### config.mk
export PLATFORM = sky130hd
export DESIGN_NAME = spe_cfg
export DESIGN_NICKNAME = d
export VERILOG_FILES = /design/src/rtl/assert_macros.svh /design/src/rtl/spe_pkg.sv /design/src/rtl/spe_cfg.sv
export SDC_FILE = /design/constraint.sdc
export NUM_CORES = 1
export LEC_CHECK = 0
export ABC_AREA = 1
export BUFFER_PORTS_ARGS = -buffer_cell sky130_fd_sc_hd__clkbuf_2
export CORE_AREA = 2 2 46 48
export DETAILED_ROUTE_END_ITERATION = 12
export DIE_AREA = 0 0 48 50
export PLACE_DENSITY_LB_ADDON = 0.1
export SYNTH_ARGS = -nofsm -noshare
export SYNTH_HDL_FRONTEND = slang
export SYNTH_SLANG_ARGS = --single-unit
### constraint.sdc
create_clock -name clk_i -period 1.15 [get_ports clk_i]
set_input_delay 0.23 -clock clk_i [delete_from_list [all_inputs] [get_ports clk_i]]
set_output_delay 0.23 -clock clk_i [all_outputs]
set_load 0.03 [all_outputs]
### src/rtl/assert_macros.svh
// Assertion helpers shared by the RTL. All checks use clk_i and rst_ni.
`ifndef ASSERT_MACROS_SVH
`define ASSERT_MACROS_SVH

// The property must hold at every clock edge outside reset.
`define SPE_ASSERT(name, prop, msg) \
  name: assert property (@(posedge clk_i) disable iff (!rst_ni) (prop)) else $error(msg);

// The expression must never be true outside reset.
`define SPE_NEVER(name, expr, msg) \
  name: assert property (@(posedge clk_i) disable iff (!rst_ni) !(expr)) else $error(msg);

`endif

### src/rtl/spe_pkg.sv
package spe_pkg;

  localparam int DEFAULT_MAX_VERTICES = 64;
  localparam int DEFAULT_MAX_DEGREE   = 16;
  localparam int WEIGHT_BITS          = 16;
  localparam int DIST_BITS            = 24;
  localparam int NODE_BITS            = 6;
  localparam int VCOUNT_BITS          = 7;
  localparam int APB_ADDR_BITS        = 3;
  localparam int APB_DATA_BITS        = 32;
  localparam int RESULT_LIMIT         = 64;

  localparam logic [VCOUNT_BITS-1:0] VCOUNT_RESET = 7'd64;

  // Register indexes.
  localparam logic REG_VCOUNT = 1'b0;

  typedef enum logic [1:0] {
    CMD_ADD   = 2'd0,
    CMD_RUN   = 2'd1,
    CMD_CLEAR = 2'd2,
    CMD_NONE  = 2'd3
  } cmd_e;

endpackage

### src/rtl/spe_cfg.sv
module spe_cfg
  import spe_pkg::*;
(
  input  logic                     clk_i,
  input  logic                     rst_ni,
  input  logic                     psel,
  input  logic                     penable,
  input  logic                     pwrite,
  input  logic [APB_ADDR_BITS-1:0] paddr,
  input  logic [APB_DATA_BITS-1:0] pwdata,
  output logic [APB_DATA_BITS-1:0] prdata,
  output logic                     pready,
  output logic [VCOUNT_BITS-1:0]   vcount_o
);

  logic [VCOUNT_BITS-1:0] vcount_q;
  logic                   sel_vcount;

  // Word index is address bit 2; the low byte bits are ignored.
  assign sel_vcount = (paddr[2] == REG_VCOUNT);

  always_ff @(posedge clk_i or negedge rst_ni) begin
    if (!rst_ni) begin
      vcount_q <= VCOUNT_RESET;
    end else if (psel && penable && pwrite && sel_vcount) begin
      vcount_q <= pwdata[VCOUNT_BITS-1:0];
    end
  end

  assign prdata   = sel_vcount ? APB_DATA_BITS'(vcount_q) : '0;
  assign pready   = 1'b1;
  assign vcount_o = vcount_q;

endmodule

==> results.json, run 1 <==
{
  "ys_seq_area_share_pct": 30.8,
  "finClkSkew_ns": 0,
  "slowest_stage": "dfstp_2",
  "seqCellArea_sq_um": 176,
  "wl_per_cell_um": 8.51,
  "crit_fanout": 2,
  "wirelength_um": 1170,
  "grt_overflow": 0,
  "p_leak_nw": 0.488,
  "ir_drop_uv": 539,
  "insertedDiodeCount": 0,
  "avgSynthCellArea_sq_um": 7.54,
  "core-area_sq_um": 1900,
  "routed_via_density": 3.40,
  "nFillCells": 222,
  "cts.sinks": 7,
  "placed_cells": 126,
  "syn2layout_area_growth_pct": 41.5,
  "r2r_slack_ns": 0.30,
  "max_freq_mhz": 781,
  "vias": 469,
  "fin_util_pct": 42.6,
  "fin_cells": 138,
  "track_usage_pct": 11.0,
  "die_area_sq_um": 2400,
  "numCtsBuffers": 3,
  "postLayoutCellArea_sq_um": 811,
  "multiInputGateArea_sq_um": 264,
  "synth.distinct_cells": 12,
  "critical_path_arrival_ns": 1.05,
  "finalMaxSlewViolations": 0,
  "holdCritPathClass": "in -> reg",
  "setup_violations": 8,
  "hold_violations": 0,
  "ys_warn_count": 0,
  "period_share_pct": 111,
  "drive_gt1_share_pct": 45.9,
  "path_cells": "inv_2 -> nor2_2 -> clkbuf_8",
  "p_int_mw": 0.660,
  "status": "finished with violations",
  "clk_path_buf_depth": 2,
  "die_y_um": 50,
  "pwr-share-clk_pct": 19.3,
  "cap_violations": 0,
  "row_count": 16,
  "clk_latency_ns": 0.25,
  "postRouteAntennaNets": 0,
  "largest_reg_flops": 7,
  "drc": 0,
  "io_buffers": 26,
  "violations": "negative setup slack",
  "htreeDepth": 1,
  "start_util_pct": 30.1,
  "seqPwrFrac_pct": 28.5,
  "dp_hpwl_um": 884,
  "grt_pass1_wl_um": 1790,
  "end_kind": "output pin",
  "cp-start-kind": "flop",
  "switchingPower_mw": 0.525,
  "gp_congestion": 0.669,
  "drt_iter0_drc": 2,
  "cts_tree": "yes",
  "combPwrFrac_pct": 52.3,
  "power_density_nw_per_um2": 1460,
  "finalNetCount": 152,
  "antenna_found_initial": 0,
  "syn-cell-area_sq_um": 573,
  "cpPeakStageDelay_ns": 0.53,
  "dpl_cell_area_sq_um": 638,
  "die_w_um": 48,
  "critPathKind": "reg -> out",
  "finalWorstSetupSlack_ns": -0.130,
  "switching_share_pct": 44.3,
  "clk_pin_slew_ns": 0.05,
  "cp_data_required_time_ns": 0.92,
  "drt_first_pass_iters": 2,
  "whs_ns": 0.180,
  "root_buffer": "clkbuf_4",
  "syn_inst": 76,
  "grt_pass1_vias": 371,
  "ys_ff_latch": 7,
  "fin_crit_ns": 1.28,
  "io_pins": 80,
  "power.total_mw": 1.18,
  "rsz0062_at_grt": "true",
  "grt_max_degree": 9
}
## worst max-delay path: cells and delay by family (launching register included)
| kind | cells | cell delay, ns |
|---|---|---|
| buf+inv | 2 | 0.19 |
| flops | 1 | 0.53 |
| simple gates | 1 | 0.07 |
## per-layer routing
metal	wire length, um	track usage [%]
met3	62	2.20
met2	634	15.6
met5	0	0
met4	19	9.46
met1	458	13.4
## synth_stat cells
cell	count	area, sq um
buf_4	26	195
nand2_1	15	56.3
inv_1	8	30.0
nand3_1	7	35.0
nor2_1	7	26.3
dfrtp_1	6	150
conb_1	2	7.51
buf_6	1	11.3
dfstp_2	1	26.3
inv_2	1	3.75
nand2_4	1	11.3
nor2_8	1	20.0
## cell families after synthesis
kind of cell / after synthesis / share of synthesized area, %
buffers and inverters: 36 / 41.9
other: 2 / 1.31
AND/OR/NAND/NOR: 31 / 26.0
flip-flops: 7 / 30.8
## what timing repair did
action | 4_1_cts | 5_1_grt
pin swaps | 5 | 0
endpoints found under the hold margin | 6 | 0
resized for setup | 18 | 8
buffers inserted | 3 | 4
hold buffers | 1 | 0
setup endpoints to repair | 8 | 9
## path summary, 6_finish.rpt
| path | startpoint | to | cells past startpoint |
|---|---|---|---|
| worst max-delay path | vcount_o[6]$_DFFE_PN1P_ | prdata[6] | 3 |
| worst min-delay path | pwdata[6] | vcount_o[6]$_DFFE_PN1P_ | 3 |
| worst max register to register | vcount_o[5]$_DFFE_PN0P_ | vcount_o[5]$_DFFE_PN0P_ | 4 |
| worst min register to register | vcount_o[2]$_DFFE_PN0P_ | vcount_o[2]$_DFFE_PN0P_ | 2 |
| max in group asynchronous | rst_ni | vcount_o[6]$_DFFE_PN1P_ | 2 |
| min in group asynchronous | rst_ni | vcount_o[2]$_DFFE_PN0P_ | 2 |
## area by class of cell
type,count,share of cell area [%]
multi-input cells,57,32.6
clock buffers,4,3.24
well taps,27,4.17
flip-flops and latches,7,21.8
repair buffers,34,34.1
inverters,9,4.17
## power groups by stage
stage | Clock, mW | Combinational, mW | Sequential [mW]
after floorplan | 0 | 0.337 | 0.428
after global placement | 0 | 0.466 | 0.337
after detailed placement | 0 | 0.470 | 0.340
after CTS | 0.240 | 0.562 | 0.336
after global routing | 0.251 | 0.666 | 0.343
final | 0.228 | 0.619 | 0.337
## stage by stage
step           TNS, ns  setup WS, ns
2_1_floorplan  -0.0296       -0.0296
3_3_place_gp         0        0.0862
3_5_place_dp         0        0.0752
4_1_cts         -0.452        -0.167
5_1_grt         -0.773        -0.176
6_report        -0.359        -0.130
## layout by cell type (no fill, tap or decap), drive strengths merged
| cell type | instances |
|---|---|
| nor2 | 8 |
| dfstp | 1 |
| inv | 9 |
| buf | 10 |
| clkbuf | 27 |
| dfrtp | 6 |
| nand2 | 16 |
| conb | 26 |
| dlygate4sd3 | 1 |
| nand3 | 7 |
Power figures use the tool's default switching activity.
==> run 2, diff against run 1 <==
Settings changed: CORE_AREA 2 2 46 48 to 2 2 47 49, DIE_AREA 0 0 48 50 to 0 0 49 51.
==> results.json, run 2 (synthesis results as in run 1) <==
{
  "cp-start-kind": "flop",
  "ir_drop_uv": 485,
  "setup_violations": 5,
  "die_area_sq_um": 2500,
  "rsz0062_at_grt": "true",
  "die_w_um": 49,
  "p_leak_nw": 0.482,
  "postRouteAntennaNets": 0,
  "nFillCells": 236,
  "critical_path_arrival_ns": 1.09,
  "io_pins": 80,
  "cpPeakStageDelay_ns": 0.55,
  "dpl_cell_area_sq_um": 639,
  "crit_fanout": 3,
  "die_y_um": 51,
  "layout_commonest_cell": "conb_1",
  "wl_per_cell_um": 8.47,
  "status": "finished with violations",
  "grt_overflow": 0,
  "cts_tree": "yes",
  "finClkSkew_ns": 0,
  "finalNetCount": 151,
  "io_buffers": 26,
  "antenna_found_initial": 0,
  "path_cells": "inv_2 -> nor2_2 -> clkbuf_8",
  "syn2layout_area_growth_pct": 38.6,
  "htreeDepth": 1,
  "postLayoutCellArea_sq_um": 795,
  "track_usage_pct": 10.1,
  "drc": 0,
  "clk_pin_slew_ns": 0.05,
  "routed_via_density": 3.49,
  "grt_pass1_vias": 405,
  "root_buffer": "clkbuf_4",
  "critPathKind": "reg -> out",
  "power_density_nw_per_um2": 1460,
  "clk_path_buf_depth": 2,
  "start_util_pct": 27.8,
  "period_share_pct": 115,
  "power.total_mw": 1.16,
  "seqCellArea_sq_um": 176,
  "insertedDiodeCount": 0,
  "grt_max_degree": 9,
  "multiInputGateArea_sq_um": 264,
  "critPathBufInv": 2,
  "holdCritPathClass": "in -> reg",
  "numCtsBuffers": 3,
  "cp_data_required_time_ns": 0.92,
  "drt_first_pass_iters": 4,
  "row_count": 17,
  "core-area_sq_um": 2060,
  "end_kind": "output pin",
  "hold_violations": 0,
  "largest_reg_flops": 7,
  "cts.sinks": 7,
  "cap_violations": 0,
  "gp_congestion": 0.605,
  "violations": "negative setup slack",
  "crit_family": "flip-flops",
  "slowest_stage": "dfstp_2",
  "finalWorstSetupSlack_ns": -0.168,
  "dp_hpwl_um": 852,
  "drt_iter0_drc": 4,
  "finalMaxSlewViolations": 0,
  "layout_common_cells": "conb_1, clkbuf_2, nand2_1",
  "grt_pass1_wl_um": 1810,
  "max_freq_mhz": 759,
  "drive_gt1_share_pct": 44.5,
  "clk_latency_ns": 0.25,
  "vias": 482,
  "fin_crit_ns": 1.32,
  "wirelength_um": 1170
}
-- run 2: cell types whose count changed in the layout (fill, tap and decap cells not counted) --
cell	delta
clkbuf_2	+1
buf_6	-2
inv_2	-1
inv_1	+1
-- run 2: layer usage --
layer	global-route usage [%]	vias up	wire length [um]
met5	0	-	0
met4	8.57	0	13
met3	3.22	2	109
met2	16.4	28	588
met1	10.8	212	457
li1	-	240	-
-- run 2: worst register-to-register path, cell delays in order (launching register included) --
cell     delay (ns)
dfrtp_1        0.39
buf_4          0.14
buf_4          0.12
nand2_1        0.05
nand2_1        0.04
-- run 2: metrics by stage --
step           setup TNS (ns)  worst slack (ns)  utilization (%)  instances  hold WS, ns
2_1_floorplan         -0.0296           -0.0296                -        100      -0.0656
3_3_place_gp                0            0.0853             31.0        127       0.0838
3_5_place_dp                0            0.0769             31.0        127       0.0810
4_1_cts                -0.320            -0.160             36.2        133        0.175
5_1_grt                -0.744            -0.237             38.5        138        0.193
6_report               -0.305            -0.168             38.5        138        0.183
-- run 2: path summary, 6_finish.rpt --
check	slack (ns)	endpoint	from	cells after the start
max	-0.17	prdata[6]	vcount_o[6]$_DFFE_PN1P_	3
min	0.18	vcount_o[6]$_DFFE_PN1P_	pwdata[6]	3
max reg2reg	0.31	vcount_o[2]$_DFFE_PN0P_	vcount_o[2]$_DFFE_PN0P_	4
min reg2reg	0.48	vcount_o[6]$_DFFE_PN1P_	vcount_o[6]$_DFFE_PN1P_	2
max in group asynchronous	0.55	vcount_o[6]$_DFFE_PN1P_	rst_ni	2
min in group asynchronous	0.36	vcount_o[2]$_DFFE_PN0P_	rst_ni	2
-- run 2: what timing repair did --
action / CTS / global route
setup endpoints to repair: 8 / 8
pin swaps: 2 / 1
setup buffers: 1 / 5
hold buffers: 1 / 0
endpoints found under the hold margin: 6 / 0
gates resized for setup: 16 / 6
-- run 2: cell type report --
cell class	instances	area share, %
Timing Repair Buffer	33	32.6
Tap cell	28	4.41
Inverter	9	4.25
Clock buffer	4	3.31
Sequential cell	7	22.2
Multi-Input combinational cell	57	33.2
-- run 2: power breakdown --
| group | switching, mW | leakage (nW) | internal, mW |
|---|---|---|---|
| clock | 0.0926 | 0.0150 | 0.133 |
| sequential | 0.0379 | 0.0859 | 0.298 |
| combinational | 0.388 | 0.381 | 0.208 |
| total | 0.518 | 0.482 | 0.639 |
==> run 3, diff against run 2 <==
Settings changed: PLACE_DENSITY from default to 0.82, PLACE_DENSITY_LB_ADDON 0.1 to default, SKIP_CTS_REPAIR_TIMING from default to 1.
==> results.json, run 3 (synthesis results as in run 1) <==
{
  "violations": "negative setup slack",
  "pwr-share-clk_pct": 19.1,
  "crit_fanout": 3,
  "switchingPower_mw": 0.509,
  "layout_commonest_cell": "conb_1",
  "power_density_nw_per_um2": 1470,
  "io_pins": 80,
  "p_leak_nw": 0.472,
  "syn2layout_area_growth_pct": 33.4,
  "row_count": 17,
  "root_buffer": "clkbuf_4",
  "rr_worst_depth": 3,
  "slowest_stage": "dfstp_2",
  "grt_pass1_wl_um": 1500,
  "finalWorstSetupSlack_ns": -0.155,
  "hold-path-cell-count": 3,
  "io_buffers": 26,
  "startpoint": "vcount_o[6]$_DFFE_PN1P_",
  "wl_per_cell_um": 7.26,
  "routed_via_density": 3.28,
  "clk_path_buf_depth": 2,
  "drc": 0,
  "critPathKind": "reg -> out",
  "clk_pin_slew_ns": 0.05,
  "core-area_sq_um": 2060,
  "drive_gt1_share_pct": 45.5,
  "cpPeakStageDelay_ns": 0.55,
  "seqPwrFrac_pct": 30.2,
  "max_freq_mhz": 766,
  "cp-start-kind": "flop",
  "setup_violations": 2,
  "finalMaxSlewViolations": 0,
  "die_area_sq_um": 2500,
  "grt_overflow": 0,
  "grt_pass1_vias": 322,
  "hp-start": "pwdata[6]",
  "period_share_pct": 114,
  "largest_reg_flops": 7,
  "holdCritPathClass": "in -> reg",
  "fin_util_pct": 37.1,
  "clk_latency_ns": 0.24,
  "reg2reg_from": "vcount_o[1]$_DFFE_PN0P_",
  "critPathBufInv": 2,
  "wirelength_um": 1000,
  "end_kind": "output pin",
  "drt_iter0_drc": 6,
  "fin_crit_ns": 1.31,
  "vias": 452,
  "hold_violations": 0,
  "status": "finished with violations",
  "cap_violations": 0,
  "p_int_mw": 0.613,
  "die_w_um": 49,
  "finalNetCount": 151,
  "gp_congestion": 0.680,
  "path_cells": "inv_1 -> nor2_2 -> buf_6",
  "layout_common_cells": "conb_1, clkbuf_2, nand2_1",
  "track_usage_pct": 8.07,
  "switching_share_pct": 45.4,
  "drt_first_pass_iters": 4,
  "crit_family": "flip-flops",
  "ir_drop_uv": 565,
  "dp_hpwl_um": 874,
  "insertedDiodeCount": 0,
  "critical_path_arrival_ns": 1.08,
  "combPwrFrac_pct": 50.7,
  "cts_tree": "yes",
  "cp_num_cells": 3,
  "die_y_um": 51,
  "postRouteAntennaNets": 0,
  "cp_data_required_time_ns": 0.92,
  "grt_max_degree": 9,
  "whs_ns": 0.189,
  "cts.sinks": 7,
  "finClkSkew_ns": 0,
  "numCtsBuffers": 3,
  "start_util_pct": 27.8,
  "rsz0062_at_grt": "true",
  "antenna_found_initial": 0,
  "htreeDepth": 1
}
run 3: changes by cell type in the layout (fill, tap and decap cells not counted), sizes merged:
| cell | before | now |
|---|---|---|
| buf | 8 | 14 |
| clkbuf | 28 | 22 |
run 3: final cells by class:
type | instances | area, sq um
fill | 234 | 1300
timing repair buffer | 33 | 229
inverter | 9 | 33.8
tap | 28 | 35.0
clock buffer | 4 | 26.3
multi-input combinational | 57 | 264
sequential | 7 | 176
run 3: through the flow:
| stage | area, sq um | TNS (ns) | instances | setup slack (ns) | power, mW |
|---|---|---|---|---|---|
| CTS | 666 | -0.556 | 131 | -0.219 | 1.04 |
| global route | 764 | -0.463 | 138 | -0.203 | 1.19 |
| global placement | 639 | 0 | 127 | 0.0730 | 0.810 |
| floorplan | 681 | -0.0296 | 100 | -0.0296 | 0.764 |
| finish | 764 | -0.230 | 138 | -0.155 | 1.12 |
| detailed placement | 639 | 0 | 127 | 0.0490 | 0.815 |
run 3: final timing paths:
kind | slack, ns | endpoint
max reg2reg | 0.41 | vcount_o[1]$_DFFE_PN0P_
max in group asynchronous | 0.56 | vcount_o[6]$_DFFE_PN1P_
max | -0.16 | prdata[6]
min reg2reg | 0.49 | vcount_o[6]$_DFFE_PN1P_
min | 0.19 | vcount_o[6]$_DFFE_PN1P_
min in group asynchronous | 0.35 | vcount_o[3]$_DFFE_PN0P_
run 3: metal layers:
| layer | track usage (%) | vias to the layer above | wire length [um] |
|---|---|---|---|
| met3 | 2.34 | 0 | 96 |
| li1 | - | 239 | - |
| met2 | 12.1 | 25 | 496 |
| met5 | 0 | - | 0 |
| met1 | 9.91 | 188 | 409 |
| met4 | 5.71 | 0 | 0 |
run 3: worst min-delay path, stage by stage:
cell and delay, ns:
clkbuf_2 0.08, nand3_1 0.06, nand2_1 0.05
run 3: power by group through the flow:
stage               registers (mW)  clock network, mW  logic [mW]
global route                 0.346              0.235       0.608
global placement             0.345                  0       0.466
CTS                          0.340              0.224       0.472
finish                       0.339              0.214       0.569
detailed placement           0.343                  0       0.472
floorplan                    0.428                  0       0.337
